`src/hdl/lrupr_pkg.sv`:
```
// ----------------------------------------------------------------------------
// lrupr_pkg
// Shared constants and the controller-to-datapath command type for the
// LRU page replacement core.
// ----------------------------------------------------------------------------
package lrupr_pkg;

  // Default sizing of the recency stack.
  localparam int FRAMES_DEFAULT    = 8;
  localparam int PAGE_BITS_DEFAULT = 16;

  // Fixed field widths on the ports.
  localparam int PAGE_W      = 16;
  localparam int NFRAMES_W   = 4;
  localparam int RESIDENT_W  = 4;
  localparam int TOTAL_W     = 32;
  localparam int IN_DATA_W   = 16;
  localparam int OUT_FIELD_W = 1 + 1 + PAGE_W + RESIDENT_W + 2 * TOTAL_W;
  localparam int OUT_DATA_W  = ((OUT_FIELD_W + 7) / 8) * 8;

  localparam logic [NFRAMES_W-1:0] NUM_FRAMES_RESET = 4'd4;

  // One-cycle strobes from the controller to the datapath.
  typedef struct packed {
    logic load_page;  // capture the accepted page reference
    logic do_match;   // compare the page against every resident entry
    logic do_update;  // reorder the stack, update totals, load the result
  } cmd_t;

endpackage

```
`src/hdl/lrupr_ctrl.sv`:
```
// ----------------------------------------------------------------------------
// lrupr_ctrl
// Sequencer for one page reference: capture, match, update. Owns the
// input ready and the output valid flag.
// ----------------------------------------------------------------------------
module lrupr_ctrl
  import lrupr_pkg::*;
(
  input  logic clk,
  input  logic rst,
  input  logic s_tvalid,
  output logic s_tready,
  output logic m_tvalid,
  input  logic m_tready,
  output cmd_t cmd
);

  typedef enum logic [1:0] {
    ST_IDLE,
    ST_MATCH,
    ST_UPDATE
  } state_t;

  state_t state;
  logic   out_free;

  assign s_tready = (state == ST_IDLE) && !rst;
  // The result register can take a new value when empty or drained this cycle.
  assign out_free = !m_tvalid || m_tready;

  assign cmd.load_page = (state == ST_IDLE) && s_tvalid;
  assign cmd.do_match  = (state == ST_MATCH);
  assign cmd.do_update = (state == ST_UPDATE) && out_free;

  always_ff @(posedge clk) begin
    if (rst) begin
      state    <= ST_IDLE;
      m_tvalid <= 1'b0;
    end else begin
      // A new report wins over the drain of the previous one.
      if ((state == ST_UPDATE) && out_free) begin
        m_tvalid <= 1'b1;
      end else if (m_tvalid && m_tready) begin
        m_tvalid <= 1'b0;
      end
      unique case (state)
        ST_IDLE: begin
          if (s_tvalid) begin
            state <= ST_MATCH;
          end
        end
        ST_MATCH: begin
          state <= ST_UPDATE;
        end
        ST_UPDATE: begin
          if (out_free) begin
            state <= ST_IDLE;
          end
        end
        default: begin
          state <= ST_IDLE;
        end
      endcase
    end
  end

endmodule

```
`src/hdl/lrupr_datapath.sv`:
```
// ----------------------------------------------------------------------------
// lrupr_datapath
// Recency stack, parallel page comparators, resident count, saturating
// hit and fault totals, frame-count register and the result register.
// ----------------------------------------------------------------------------
module lrupr_datapath
  import lrupr_pkg::*;
#(
  parameter int FRAMES    = FRAMES_DEFAULT,
  parameter int PAGE_BITS = PAGE_BITS_DEFAULT
)
(
  input  logic                  clk,
  input  logic                  rst,
  input  cmd_t                  cmd,
  input  logic [PAGE_W-1:0]     page,
  input  logic                  cfg_we,
  input  logic [NFRAMES_W-1:0]  cfg_data,
  output logic                  hit,
  output logic                  evicted_valid,
  output logic [PAGE_W-1:0]     evicted_page,
  output logic [RESIDENT_W-1:0] resident,
  output logic [TOTAL_W-1:0]    hit_total,
  output logic [TOTAL_W-1:0]    fault_total
);

  localparam int CW = $clog2(FRAMES + 1);
  localparam int IW = (FRAMES > 1) ? $clog2(FRAMES) : 1;

  logic [NFRAMES_W-1:0] num_frames;
  logic [PAGE_BITS-1:0] page_r;
  logic [PAGE_BITS-1:0] stack [FRAMES];
  logic [CW-1:0]        rc;
  logic [TOTAL_W-1:0]   hits;
  logic [TOTAL_W-1:0]   faults;
  logic                 found_r;
  logic [IW-1:0]        where_r;

  logic                 found;
  logic [IW-1:0]        where;
  logic [CW-1:0]        lim;
  logic                 full;
  logic                 evict;
  logic [CW-1:0]        pos;
  logic [CW-1:0]        top;
  logic [CW-1:0]        rc_next;
  logic [TOTAL_W-1:0]   hits_next;
  logic [TOTAL_W-1:0]   faults_next;

  // Resident pages are always distinct, so at most one comparator fires and
  // its index can be formed by OR-ing.
  always_comb begin
    found = 1'b0;
    where = '0;
    for (int k = 0; k < FRAMES; k++) begin
      if ((CW'(k) < rc) && (stack[k] == page_r)) begin
        found = 1'b1;
        where = where | IW'(k);
      end
    end
  end

  // A frame count of zero acts as one, anything above the stack depth as full.
  always_comb begin
    if (num_frames == '0) begin
      lim = CW'(1);
    end else if (8'(num_frames) > 8'(FRAMES)) begin
      lim = CW'(FRAMES);
    end else begin
      lim = CW'(num_frames);
    end
  end

  assign full  = (rc >= lim);
  assign evict = !found_r && full;

  // Entries from pos up to top-1 take their more recent neighbor and the
  // new page lands at top.
  always_comb begin
    if (found_r) begin
      pos     = CW'(where_r);
      top     = rc - CW'(1);
      rc_next = rc;
    end else if (!full) begin
      pos     = rc;
      top     = rc;
      rc_next = rc + CW'(1);
    end else begin
      pos     = '0;
      top     = rc - CW'(1);
      rc_next = rc;
    end
  end

  assign hits_next   = (found_r && (hits != '1)) ? hits + TOTAL_W'(1) : hits;
  assign faults_next = (!found_r && (faults != '1)) ? faults + TOTAL_W'(1) : faults;

  for (genvar k = 0; k < FRAMES; k++) begin : g_entry
    logic [PAGE_BITS-1:0] up;
    if (k < FRAMES - 1) begin : g_up
      assign up = stack[k+1];
    end else begin : g_top
      assign up = stack[k];
    end

    always_ff @(posedge clk) begin
      if (cmd.do_update) begin
        if ((CW'(k) >= pos) && (CW'(k) < top)) begin
          stack[k] <= up;
        end else if (CW'(k) == top) begin
          stack[k] <= page_r;
        end
      end
    end
  end

  always_ff @(posedge clk) begin
    if (rst) begin
      num_frames <= NUM_FRAMES_RESET;
      rc         <= '0;
      hits       <= '0;
      faults     <= '0;
    end else begin
      if (cfg_we) begin
        num_frames <= cfg_data;
      end
      if (cmd.do_update) begin
        rc     <= rc_next;
        hits   <= hits_next;
        faults <= faults_next;
      end
    end
  end

  always_ff @(posedge clk) begin
    if (cmd.load_page) begin
      page_r <= PAGE_BITS'(page);
    end
    if (cmd.do_match) begin
      found_r <= found;
      where_r <= where;
    end
    if (cmd.do_update) begin
      hit           <= found_r;
      evicted_valid <= evict;
      evicted_page  <= evict ? PAGE_W'(stack[0]) : '0;
      resident      <= RESIDENT_W'(rc_next);
      hit_total     <= hits_next;
      fault_total   <= faults_next;
    end
  end

endmodule

```
`src/hdl/lru_page_replacement_core.sv`:
```
// ----------------------------------------------------------------------------
// lru_page_replacement_core
// LRU page replacement: one page reference in, one hit/fault report out.
// ----------------------------------------------------------------------------
// Usage:
// Each transaction on the slave stream carries one page number in
// s_tdata[15:0]. For every accepted reference the master stream delivers
// exactly one report transaction: hit flag, evicted page (if any), the
// resident page count after the access and the saturating hit and fault
// totals. The recency stack keeps up to num_frames pages (clamped to 1..FRAMES), least recent at
// the bottom; a hit moves the page to the top, a miss fills a free frame or
// evicts the bottom entry.
// Each reference passes through capture, the bank of parallel comparators
// and an update step that reorders the stack and loads the result register.
// The report is valid once the update step has loaded it; a new reference
// is taken only after the previous one has left the update step.
// The result register parts the two sides: a new reference is accepted and
// matched while the previous report still waits; if the receiver stalls the
// sequencer holds in its update step until the report is taken.
// num_frames is to be written through cfg_we/cfg_data only while the core is idle; the core does not enforce this.
// Reset (rst, synchronous) empties the stack, clears the totals and sets
// num_frames to 4; the core accepts references in the next cycle.
// ----------------------------------------------------------------------------
module lru_page_replacement_core
  import lrupr_pkg::*;
#(
  parameter int FRAMES    = FRAMES_DEFAULT,
  parameter int PAGE_BITS = PAGE_BITS_DEFAULT
)
(
  input  logic                  clk,
  input  logic                  rst,
  input  logic                  cfg_we,
  input  logic [NFRAMES_W-1:0]  cfg_data,   // num_frames
  input  logic                  s_tvalid,
  output logic                  s_tready,
  input  logic [IN_DATA_W-1:0]  s_tdata,    // page[15:0]
  output logic                  m_tvalid,
  input  logic                  m_tready,
  // From bit 0 up: hit, evicted_valid, evicted_page[15:0], resident[3:0],
  // hit_total[31:0], fault_total[31:0], two zero pad bits.
  output logic [OUT_DATA_W-1:0] m_tdata
);

  cmd_t                  cmd;
  logic                  hit;
  logic                  evicted_valid;
  logic [PAGE_W-1:0]     evicted_page;
  logic [RESIDENT_W-1:0] resident;
  logic [TOTAL_W-1:0]    hit_total;
  logic [TOTAL_W-1:0]    fault_total;

  // The sequencer decides when the datapath captures, compares and updates.
  lrupr_ctrl u_ctrl (
    .clk      (clk),
    .rst      (rst),
    .s_tvalid (s_tvalid),
    .s_tready (s_tready),
    .m_tvalid (m_tvalid),
    .m_tready (m_tready),
    .cmd      (cmd)
  );

  // The datapath holds every page, count and total, plus the result register.
  lrupr_datapath #(
    .FRAMES    (FRAMES),
    .PAGE_BITS (PAGE_BITS)
  ) u_datapath (
    .clk           (clk),
    .rst           (rst),
    .cmd           (cmd),
    .page          (s_tdata[PAGE_W-1:0]),
    .cfg_we        (cfg_we),
    .cfg_data      (cfg_data),
    .hit           (hit),
    .evicted_valid (evicted_valid),
    .evicted_page  (evicted_page),
    .resident      (resident),
    .hit_total     (hit_total),
    .fault_total   (fault_total)
  );

  // Fields packed from the lowest bit up, zero padding to a whole byte.
  assign m_tdata = {{(OUT_DATA_W - OUT_FIELD_W){1'b0}}, fault_total, hit_total,
                    resident, evicted_page, evicted_valid, hit};

endmodule
```
`config.mk`:
```
export PLATFORM = sky130hd
export DESIGN_NAME = lru_page_replacement_core
export DESIGN_NICKNAME = d
export VERILOG_FILES = /design/src/hdl/lrupr_pkg.sv /design/src/hdl/lrupr_ctrl.sv /design/src/hdl/lrupr_datapath.sv /design/src/hdl/lru_page_replacement_core.sv
export SDC_FILE = /design/constraint.sdc
export NUM_CORES = 1
export LEC_CHECK = 0
export ABC_AREA = 1
export BUFFER_PORTS_ARGS = -buffer_cell sky130_fd_sc_hd__buf_2
export CAP_MARGIN = 5
export CORE_AREA = 2 2 163 165
export CTS_CLUSTER_DIAMETER = 40
export CTS_CLUSTER_SIZE = 10
export DETAILED_ROUTE_END_ITERATION = 10
export DIE_AREA = 0 0 165 167
export GPL_TIMING_DRIVEN = 0
export PLACE_DENSITY = 0.95
export SYNTH_ARGS = -nofsm -noshare
export SYNTH_HDL_FRONTEND = slang
export SYNTH_SLANG_ARGS = --single-unit
```
`constraint.sdc`:
```
create_clock -name clk -period 10.3 [get_ports clk]
set_input_delay 2.575 -clock clk [delete_from_list [all_inputs] [get_ports clk]]
set_output_delay 2.575 -clock clk [all_outputs]
set_load 0.03 [all_outputs]
```
Word level (Yosys, flattened, before mapping)
Memories as Yosys holds them, arrays and structs flattened. Index checks and enable logic that the tools add are counted.

Add/subtract/negate cells: 4. Order comparisons: 26. Equality and inequality tests: 21. Muxes and demuxes: 85. Bitwise gates (word level): 8. Reduce and logical (&&, ||, !) cells: 35.

Operator list (number): $eq A16 B16 Y1 (8); $mux W16 (8); $add A32 B1 Y32 const B (2); $mux W32 (2); $ne A32 B32 Y1 const B (2); $mux W1 (60); $lt A3 B4 Y1 const A (8); $mux W4 (8); $logic_and A1 B1 Y1 (23); $eq A3 B4 Y1 const A (4); $ge A3 B4 Y1 const A (4); $lt A1 B4 Y1 const A (4); $lt A2 B4 Y1 const A (4); $eq A2 B4 Y1 const A (2); $ge A1 B4 Y1 const A (2); $ge A2 B4 Y1 const A (2); $logic_not A4 Y1 (2); $mux W2 (4); $or A1 B1 Y1 (8); $reduce_or A7 Y1 (1); $mux W3 (2); $pmux W2 S3 (1); $add A4 B1 Y4 const B (1); $eq A1 B4 Y1 const A (1); 14 further kinds (16).

Register bits: 181. Bits in writable memories: 128. Output and inout bits: 90. Logic and storage cells: 197. Memories kept: 1.

Memory list: u_datapath.stack (depth 8, bits a word 16, rd ports 8, clocked after memory_dff 0, write ports 8, RTL line lrupr_datapath.sv:32) `logic [PAGE_BITS-1:0] stack [FRAMES];`.

Longest topological paths before layout
Gate-level depths: netlist of run 1.

Depth in word-level cells: 12. Depth in mapped cells: 19.

Cells and area by module
From an unflattened synthesis of run 1, not the netlist that was laid out.

Cells, all modules: 2081. Area total of the unflattened synthesis: 16744.8 um^2.

By module, submodules not included: lrupr_datapath (times used 1, cells each 2058, area an instance 16572.1 um^2, sequential area each 8468.1 um^2); lrupr_ctrl (times used 1, cells each 18, area an instance 138.9 um^2, sequential area each 60.1 um^2); lru_page_replacement_core (times used 1, cells each 5, area an instance 33.8 um^2, sequential area each 0.0 um^2).

Worst setup path after synthesis of run 1
OpenSTA, ideal clock, no wires.

Path type: input to register. Start point: in m_tready. End point: mem u_datapath.stack[1][32] (netlist bit), enable pin. Library setup time: 373 ps. Arrival: 6398 ps. Data required time: 9927 ps. Path slack: 3529 ps. Stages on the path: 8. Path buffers: 2. Cells stage by stage: nor2_1 > inv_1 > nand2_1 > inv_2 > buf_2 > buf_1 > nand4_1 > nand2_1.

RTL lines: start, declared (RTL line lru_page_replacement_core.sv:39) `input logic m_tready,`; end, declared (RTL line lrupr_datapath.sv:32).

Worst setup path in the final report of run 1
Start point: in rst. End point: out s_tready.

Longest elaborated chain between the ends: 2.

RTL lines: start, declared (RTL line lru_page_replacement_core.sv:32) `input logic rst,`; $logic_not A1 Y1 (RTL line lrupr_ctrl.sv:27) `assign s_tready = (state == ST_IDLE) && !rst;`; $logic_and A1 B1 Y1 (RTL line lrupr_ctrl.sv:27); end, declared (RTL line lru_page_replacement_core.sv:36) `output logic s_tready,`.

Every way passes these cells.

==> impl_metrics.py, run 1 <==
metrics = {
    "clock_tree": {
        "postCtsHoldBufs": 0,
        "cts_buffers": 44,
        "cts.sinks": 309,
        "clockBufferDepth": 3,
        "cts_setup_buffers": 0,
        "cts-htree-levels": 2,
        "clkTransAtPathRegs_ns": 0.05,
        "cts_tree": "done",
        "cts_root_buf": "clkbuf_16",
        "clk_latency_ns": 0.56,
        "post_cts_resized": 0,
    },
    "pwr": {
        "p_seq_frac": 0.440,
        "switching_share": 0.2687,
        "p_int_mw": 2.360,
        "leakagePower_nw": 8.436,
        "power_density_nw_per_um2": 167.4,
        "p_clk_frac": 0.447,
        "ir_worst_vdd_mv": 0.1780,
        "pwr-share-comb": 0.113,
        "power_switching_mw": 0.8669,
    },
    "floorplanning": {
        "rows": 59,
        "die_area_um2": 27560,
        "fp.dieW_um": 165,
        "start_util": 0.6517,
        "core_area_um2": 25760,
        "io_pins": 115,
        "die_h_um": 167,
    },
    "cells_and_area": {
        "diodes": 0,
        "nets": 2235,
        "area_growth_pct": 14.79,
        "layout_common_cells": "nand2_1 (638), edfxtp_1 (234), inv_1 (202)",
        "layout_commonest_cell": "nand2_1",
        "fin_area_um2": 19270,
        "drive_above_1_share": 0.1432,
    },
    "grt": {
        "overflow": 0,
        "grt_pass1_vias": 14780,
        "grt_usage": 0.3765,
        "grt_pass1_wl_um": 79340,
        "grt_max_degree": 36,
        "antenna_found_initial": 0,
    },
    "timing": {
        "maxSlewHeadroom": 0.3987,
        "finalSetupTns_ns": 0,
        "worst_pin_slew_ns": 0.9019,
        "setup_viol": 0,
        "fmax_ghz": 0.1540,
        "finalCritPeriodShare": 0.6305,
        "maxSlewViolCount": 0,
        "period_minus_slack_ns": 6.494,
        "rsz0062_at_grt": "no",
        "hold_ws_ns": 0.4425,
        "fin_worst_skew_ns": 0.03038,
        "hold_viol": 0,
    },
    "critical_path": {
        "crit_buf_inv": 3,
        "crit_arrival_ns": 3.92,
        "worst_ep_required_time_ns": 7.73,
        "criticalPathCategory": "primary input to output pin",
        "cpMaxStageDelayCell": "clkbuf_1",
        "critPathCaptureType": "output pin",
        "cp-start-kind": "primary input",
        "crit_family": "buffers and inverters",
        "crit_path_cell_trace": "clkbuf_1 -> clkbuf_1 -> nor2_1 -> buf_2",
        "cp_common_cell": "clkbuf_1",
        "cpPeakStageDelay_ns": 0.49,
        "crit_fanout": 10,
    },
    "placed_design": {
        "dpl_cell_area_um2": 17880,
        "port_buffers": 111,
        "dp_hpwl_um": 37390,
        "gp_congestion": 1.098,
    },
    "route": {
        "drc": 0,
        "drtIter0Drc": 2775,
        "wire_per_inst_um": 20.29,
        "ant_nets": 0,
        "vias": 15760,
        "viasPerCell": 6.132,
        "dr.pass1.iters": 7,
        "wl_um": 52160,
    },
    "synth": {
        "synth_seq_cells": 309,
        "synth-main-ff-cell": "edfxtp_1",
        "synthCells": 2034,
        "async_reset_ff_frac": 0,
        "avgSynthCellArea_um2": 8.255,
        "synth_edf_count": 234,
        "yosysWarnings": 0,
        "yosysSeqAreaShare": 0.5079,
        "synth_area_um2": 16790,
        "synth_cell_type_count": 51,
    },
    "run": {
        "drv_cap": 0,
    },
    "hold_path": {
        "min_path_type": "register to register",
    },
    "status": {
        "status": "finished, final reports clean",
    },
}
[cell usage after synthesis, types with 12 or more instances]
| library cell | count | area [µm²] |
|---|---|---|
| inv_1 | 202 | 758.2 |
| nand4_1 | 73 | 456.7 |
| nand2_1 | 638 | 2395 |
| nand3_1 | 101 | 505.5 |
| clkbuf_1 | 27 | 101.4 |
| o21ai_0 | 56 | 280.3 |
| o21ai_1 | 55 | 275.3 |
| o21ai_2 | 12 | 105.1 |
| o22ai_1 | 13 | 81.33 |
| a21oi_1 | 72 | 360.4 |
| nor3_1 | 46 | 230.2 |
| xor2_1 | 70 | 613.1 |
| xnor2_1 | 27 | 236.5 |
| nor2_1 | 170 | 638.1 |
| dfxtp_1 | 75 | 1501 |
| edfxtp_1 | 234 | 7027 |
| nand2_2 | 14 | 87.58 |
| buf_2 | 44 | 220.2 |
[cell families (layout without fill, tap and decap cells)]
kind of cell	Yosys count	in the layout	synth area share
XOR/XNOR	98	98	0.05157
AND/OR/NAND/NOR	1081	1081	0.2798
AO/OA/AOI/OAI	221	221	0.07244
flip-flops	309	309	0.5079
other	1	2	0.0002233
adder cells (fa/ha/maj)	9	9	0.006707
buffers and inverters	315	515	0.08130
[flip-flops by register name, indices dropped and copies added, names as in the netlist]
register,count
u_ctrl.m_tvalid,1
u_ctrl.state,2
u_datapath.evicted_page,16
u_datapath.evicted_valid,1
u_datapath.fault_total,32
u_datapath.faults,32
u_datapath.found_r,1
u_datapath.hit,1
u_datapath.hit_total,32
u_datapath.hits,32
u_datapath.num_frames,4
u_datapath.page_r,16
u_datapath.rc,4
u_datapath.resident,4
u_datapath.stack,128
u_datapath.where_r,3
[through the flow]
step	total power, mW	setup slack, ns	cells	utilization
floorplan	1.678	3.529	2035	-
global placement	1.774	1.391	2481	0.6897
detailed placement	1.790	3.855	2490	0.6940
CTS	3.211	3.868	2570	0.7481
global route	3.305	3.808	2570	0.7481
finish	3.227	3.806	2570	0.7481
[routing by layer]
layer  track usage  share of wire
met5             0              0
met1        0.4729           0.35
met4        0.2102          0.068
met3       0.08842           0.13
met2        0.5980           0.46
[final cells by class]
type | instances | area [µm²]
timing repair buffer | 120 | 655.6
clock buffer | 57 | 1160
multi-input combinational | 1411 | 6910
sequential | 309 | 8528
buffer | 98 | 548.0
fill | 1802 | 6490
tap | 335 | 419.2
clock inverter | 23 | 234.0
inverter | 217 | 818.3
[final timing paths]
path                                  from                       to  slack [ns]  depth (start not counted)
hold / removal        u_datapath.page_r[6]  u_datapath.stack[1][54]        0.44                          0
setup / recovery                       rst                 s_tready        3.81                          4
setup reg to reg  u_datapath.num_frames[1]  u_datapath.stack[1][10]        6.76                         17
hold reg to reg       u_datapath.page_r[6]  u_datapath.stack[1][54]        0.44                          0
[power by group through the flow]
stage | clock (mW) | sequential [mW] | combinational, mW
after floorplan | 0 | 1.45 | 0.226
after global placement | 0 | 1.44 | 0.332
after detailed placement | 0 | 1.44 | 0.348
after CTS | 1.44 | 1.42 | 0.352
after global routing | 1.49 | 1.42 | 0.389
final | 1.44 | 1.42 | 0.365
(Power assumes the default switching activity.)
==> run 2: changes to the inputs <==
--- a/config.mk
+++ b/config.mk
@@ -8,13 +8,13 @@
 export ABC_AREA = 1
 export BUFFER_PORTS_ARGS = -buffer_cell sky130_fd_sc_hd__buf_2
 export CAP_MARGIN = 5
-export CORE_AREA = 2 2 163 165
+export CORE_AREA = 2 2 169 171
 export CTS_CLUSTER_DIAMETER = 40
 export CTS_CLUSTER_SIZE = 10
 export DETAILED_ROUTE_END_ITERATION = 10
-export DIE_AREA = 0 0 165 167
+export DIE_AREA = 0 0 171 173
 export GPL_TIMING_DRIVEN = 0
-export PLACE_DENSITY = 0.95
+export PLACE_DENSITY = 0.91
 export SYNTH_ARGS = -nofsm -noshare
 export SYNTH_HDL_FRONTEND = slang
 export SYNTH_SLANG_ARGS = --single-unit
==> constraint.sdc (replaced) <==
create_clock -name clk -period 6.32 [get_ports clk]
set_input_delay 1.58 -clock clk [delete_from_list [all_inputs] [get_ports clk]]
set_output_delay 1.58 -clock clk [all_outputs]
set_load 0.03 [all_outputs]
==> run 2 against run 1 <==
Clock skew shrank 0.0073 ns. Critical path depth is the same. First-iteration DRC count shrank 26%. Global-route usage shrank 1.6 points. Total power grew 65%. Cell count grew 1.7%. Count of clock-buffer cells in the layout grew 7. Worst hold slack lost 0.0020 ns. Final area grew 0.62%. Highest routed layer unchanged.
==> impl_metrics.py, run 2 (synthesized netlist as in run 1, its figures left out) <==
metrics = {
    "status": {
        "status": "finished, final reports clean",
    },
    "clock_tree": {
        "cts_setup_buffers": 0,
        "cts_tree": "done",
        "clkTransAtPathRegs_ns": 0.05,
        "post_cts_resized": 0,
        "cts.sinks": 309,
        "postCtsHoldBufs": 0,
        "cts-htree-levels": 2,
        "cts_buffers": 46,
        "clk_latency_ns": 0.55,
        "cts_root_buf": "clkbuf_16",
        "clockBufferDepth": 3,
    },
    "floorplanning": {
        "die_area_um2": 29580,
        "die_h_um": 173,
        "core_area_um2": 27630,
        "rows": 61,
        "io_pins": 115,
        "fp.dieW_um": 171,
        "start_util": 0.6077,
    },
    "hold_path": {
        "hold_start": "u_datapath.page_r[0]",
        "min_path_type": "register to register",
        "whs_path_depth": 0,
        "holdPathEnd": "u_datapath.stack[1][48]",
    },
    "timing": {
        "worst_pin_slew_ns": 0.9924,
        "fin_worst_skew_ns": 0.02303,
        "finalCritPeriodShare": 0.7338,
        "rsz0062_at_grt": "no",
        "fmax_ghz": 0.2156,
        "hold_viol": 0,
        "maxSlewViolCount": 0,
        "setup_viol": 0,
        "setup_slack_ns": 1.682,
        "period_minus_slack_ns": 4.638,
        "maxSlewHeadroom": 0.3377,
    },
    "critical_path": {
        "cpPeakStageDelay_ns": 0.58,
        "r2r-end": "u_datapath.stack[1][39]",
        "cp-start-kind": "primary input",
        "cpMaxStageDelayCell": "clkbuf_1",
        "criticalPathCategory": "primary input to output pin",
        "cp_common_cell": "clkbuf_1",
        "critPathCaptureType": "output pin",
        "crit_arrival_ns": 3.06,
        "crit_path_cell_trace": "clkbuf_1 -> clkbuf_1 -> nor2_1 -> buf_2",
        "r2r-start": "u_ctrl.state[1]",
        "r2r_slack_ns": 2.99,
        "worst_ep_required_time_ns": 4.74,
        "rr_worst_depth": 9,
        "crit_fanout": 10,
    },
    "pwr": {
        "ir_worst_vdd_mv": 0.2657,
        "pwr-share-comb": 0.112,
        "power_switching_mw": 1.414,
        "p_int_mw": 3.914,
        "p_clk_frac": 0.454,
        "leakagePower_nw": 8.458,
        "p_seq_frac": 0.434,
        "power.total_mw": 5.327,
        "power_density_nw_per_um2": 274.7,
        "switching_share": 0.2653,
    },
    "grt": {
        "grt_pass1_vias": 14380,
        "antenna_found_initial": 1,
        "grt_pass1_wl_um": 80590,
        "grt_max_degree": 41,
        "grt_usage": 0.3606,
        "overflow": 0,
    },
    "cells_and_area": {
        "diodes": 0,
        "post-route-util": 0.7019,
        "largest_reg_flops": 128,
        "nets": 2235,
        "fin_cells": 2614,
        "area_growth_pct": 15.50,
        "layout_commonest_cell": "nand2_1",
        "top_register": "u_datapath.stack",
        "drive_above_1_share": 0.1453,
        "layout_common_cells": "nand2_1 (638), edfxtp_1 (234), inv_1 (202)",
    },
    "route": {
        "wl_um": 53720,
        "ant_nets": 0,
        "drtIter0Drc": 2067,
        "drc": 0,
        "vias": 15260,
        "dr.pass1.iters": 6,
        "viasPerCell": 5.839,
        "wire_per_inst_um": 20.55,
    },
    "placed_design": {
        "gp_congestion": 1.078,
        "preCtsSetupSlack_ns": 1.715,
        "dp_hpwl_um": 39480,
        "port_buffers": 111,
        "place_inst": 2531,
    },
    "run": {
        "drv_cap": 0,
    },
}
[run 2: changes by cell type in the layout (fill, tap and decap cells not counted), sizes merged]
cell / previous run / this run
clkbuf: 84 / 91
clkinv: 18 / 13
buf: 191 / 189
bufinv: 3 / 1
clkinvlp: 3 / 5
inv: 216 / 217
[run 2: layer usage]
metal	vias to the layer above	global-route usage	share of wire
li1	7022	-	-
met1	7015	0.4665	0.38
met2	987	0.5633	0.45
met3	238	0.08309	0.11
met4	0	0.1928	0.059
met5	-	0	0
[run 2: worst max-delay path by stage]
stage                  start                       to  depth (start not counted)  slack [ns]
floorplan           m_tready  u_datapath.stack[1][32]                          8        0.54
global placement    m_tready  u_datapath.stack[1][37]                          9       -1.70
detailed placement       rst                 s_tready                          4        1.72
CTS                      rst                 s_tready                          4        1.71
global route             rst                 s_tready                          4        1.70
finish                   rst                 s_tready                          4        1.68
[run 2: layout make-up]
type	instances	area [µm²]
buffer	98	548.0
clock buffer	64	1313
clock inverter	19	150.1
fill	2192	8237
inverter	217	818.3
multi-input combinational	1411	6922
sequential	309	8528
tap	378	473.0
timing repair buffer	118	640.6
[run 2: through the flow]
step	hold slack [ns]	area [µm²]	TNS, ns
after detailed placement	0.4296	17930	0
after global placement	0.4226	17820	-63.13
after global routing	0.4483	19390	0
final	0.4405	19390	0
after floorplan	0.4206	16790	0
after CTS	0.4414	19390	0
[run 2: power groups by stage]
stage                     Sequential (mW)  Clock, mW  Combinational [mW]
after CTS                            2.31       2.43               0.580
after global routing                 2.32       2.51               0.637
after global placement               2.35          0               0.555
after detailed placement             2.35          0               0.576
final                                2.31       2.42               0.594
after floorplan                      2.37          0               0.369
[run 2: worst max-delay path, delay by kind of cell]
family | cells | cell delay, ns
buffers and inverters | 3 | 1.30
AND/OR/NAND/NOR | 1 | 0.16
==> run 3: changes to the inputs <==
--- a/config.mk
+++ b/config.mk
@@ -8,13 +8,13 @@
 export ABC_AREA = 1
 export BUFFER_PORTS_ARGS = -buffer_cell sky130_fd_sc_hd__buf_2
 export CAP_MARGIN = 5
-export CORE_AREA = 2 2 169 171
+export CORE_AREA = 2 2 178 180
 export CTS_CLUSTER_DIAMETER = 40
 export CTS_CLUSTER_SIZE = 10
 export DETAILED_ROUTE_END_ITERATION = 10
-export DIE_AREA = 0 0 171 173
+export DIE_AREA = 0 0 180 182
 export GPL_TIMING_DRIVEN = 0
-export PLACE_DENSITY = 0.91
+export PLACE_DENSITY = 0.87
 export SYNTH_ARGS = -nofsm -noshare
 export SYNTH_HDL_FRONTEND = slang
 export SYNTH_SLANG_ARGS = --single-unit
==> constraint.sdc (replaced) <==
create_clock -name clk -period 3.9 [get_ports clk]
set_input_delay 0.975 -clock clk [delete_from_list [all_inputs] [get_ports clk]]
set_output_delay 0.975 -clock clk [all_outputs]
set_load 0.03 [all_outputs]
==> run 3 against run 2 <==
Flip-flop and latch count stayed put. Non-clock buffer count stayed put. Cell count is 0.80% higher. Worst hold slack better by 0.0032 ns. Die area is 11% higher. Sequential share of layout area is 0.097 points higher. Sequential power is 62% higher. Final area is 0.22% lower. Critical path type unchanged. Largest power group unchanged.
==> impl_metrics.py, run 3 (synthesized netlist as in run 1, its figures left out) <==
metrics = {
    "route": {
        "vias": 15130,
        "drtIter0Drc": 1805,
        "drc": 0,
        "wire_per_inst_um": 19.22,
        "ant_nets": 0,
        "wl_um": 50650,
        "viasPerCell": 5.742,
        "dr.pass1.iters": 7,
    },
    "timing": {
        "fin_worst_skew_ns": 0.02734,
        "maxSlewViolCount": 0,
        "setup_slack_ns": 0.4314,
        "period_minus_slack_ns": 3.469,
        "fmax_ghz": 0.2883,
        "maxSlewHeadroom": 0.4242,
        "finalCritPeriodShare": 0.8894,
        "hold_ws_ns": 0.4437,
        "worst_pin_slew_ns": 0.8637,
        "rsz0062_at_grt": "no",
        "hold_viol": 0,
        "setup_viol": 0,
    },
    "cells_and_area": {
        "nets": 2235,
        "layout_common_cells": "nand2_1 (638), edfxtp_1 (234), inv_1 (202)",
        "diodes": 0,
        "top_register": "u_datapath.stack",
        "area_growth_pct": 15.25,
        "largest_reg_flops": 128,
        "drive_above_1_share": 0.1446,
        "layout_commonest_cell": "nand2_1",
    },
    "floorplanning": {
        "die_area_um2": 32760,
        "fp.dieW_um": 180,
        "core_area_um2": 30990,
        "rows": 65,
        "die_h_um": 182,
        "start_util": 0.5419,
        "io_pins": 115,
    },
    "placed_design": {
        "port_buffers": 111,
        "gp_congestion": 1.019,
        "dp_hpwl_um": 37020,
        "preCtsSetupSlack_ns": 0.2892,
    },
    "critical_path": {
        "rr_worst_depth": 17,
        "critPathCaptureType": "output pin",
        "r2r-start": "u_datapath.num_frames[2]",
        "startpoint": "rst",
        "crit_arrival_ns": 2.49,
        "crit_buf_inv": 3,
        "cpPeakStageDelay_ns": 0.55,
        "crit_path_cell_trace": "clkbuf_1 -> clkbuf_1 -> nor2_1 -> buf_2",
        "criticalPathCategory": "primary input to output pin",
        "cp-start-kind": "primary input",
        "cpMaxStageDelayCell": "clkbuf_1",
        "crit_fanout": 10,
        "worst_ep_required_time_ns": 2.92,
        "path_depth": 4,
        "crit_family": "buffers and inverters",
        "cp_common_cell": "clkbuf_1",
    },
    "grt": {
        "grt_usage": 0.3055,
        "grt_max_degree": 64,
        "antenna_found_initial": 0,
        "overflow": 0,
        "grt_pass1_wl_um": 78270,
        "grt_pass1_vias": 14570,
    },
    "pwr": {
        "ir_worst_vdd_mv": 0.4726,
        "power_density_nw_per_um2": 439.1,
        "leakagePower_nw": 8.453,
    },
    "status": {
        "status": "finished, final reports clean",
    },
    "hold_path": {
        "min_path_type": "register to register",
        "hold_start": "u_datapath.page_r[13]",
        "whs_path_depth": 0,
    },
    "run": {
        "drv_cap": 0,
    },
    "clock_tree": {
        "clockBufferDepth": 3,
        "clk_latency_ns": 0.55,
        "postCtsHoldBufs": 0,
        "cts.sinks": 309,
        "cts-htree-levels": 2,
        "cts_root_buf": "clkbuf_16",
        "post_cts_resized": 0,
        "cts_tree": "done",
        "cts_buffers": 46,
        "clkTransAtPathRegs_ns": 0.05,
        "cts_setup_buffers": 0,
    },
}
==> run 3: cell types whose count changed in the layout (fill, tap and decap cells not counted), sizes merged <==
| cell | before | now |
|---|---|---|
| clkinvlp | 5 | 0 |
| bufinv | 1 | 2 |
| clkinv | 13 | 23 |
| clkbuf | 91 | 80 |
| inv | 217 | 219 |
==> run 3: final timing paths <==
check / slack, ns / end
max reg2reg: 0.61 / u_datapath.stack[1][8]
max: 0.43 / s_tready
min: 0.44 / u_datapath.stack[1][61]
min reg2reg: 0.44 / u_datapath.stack[1][61]
==> run 3: layer usage <==
metal | wire (µm) | global-route usage
met1 | 19130 | 0.3773
met2 | 23460 | 0.5062
met5 | 0 | 0
met4 | 3018 | 0.1672
met3 | 5041 | 0.06037
==> run 3: final cells by class <==
| cell class | count | area (µm²) |
|---|---|---|
| buffer | 98 | 550.5 |
| clock buffer | 53 | 1177 |
| clock inverter | 27 | 227.7 |
| fill | 2606 | 11640 |
| inverter | 217 | 818.3 |
| multi-input combinational | 1411 | 6913 |
| sequential | 309 | 8528 |
| tap | 402 | 503.0 |
| timing repair buffer | 118 | 631.9 |
==> run 3: power breakdown <==
group          switching, mW  total (mW)  internal (mW)
Combinational          0.688       0.947          0.260
Clock                   1.49        3.80           2.31
Sequential            0.0870        3.75           3.66
==> run 3: worst reg2reg max path: stages (launching register included) <==
cell and delay [ns]:
dfxtp_1 0.36, nor2_1 0.05, a21oi_1 0.12, nor2_1 0.06
ha_1 0.31, inv_1 0.06, nand2_1 0.04, nand2_1 0.05
nand2_1 0.08, nand2_4 0.11, nand3_4 0.11, nand2_1 0.10
nand2_2 0.10, nor2_4 0.35, nand3_2 0.25, buf_2 0.27
o21ai_1 0.26, buf_4 0.29
==> run 3: per-stage QoR <==
step | utilization | area (µm²) | setup TNS, ns | power (mW) | std cells
CTS | 0.6244 | 19350 | 0 | 8.495 | 2635
finish | 0.6245 | 19350 | 0 | 8.496 | 2635
floorplan | - | 16800 | 0 | 4.429 | 2035
global placement | 0.5764 | 17860 | -87.10 | 4.693 | 2548
global route | 0.6245 | 19350 | 0 | 8.737 | 2635
detailed placement | 0.5790 | 17940 | 0 | 4.729 | 2555
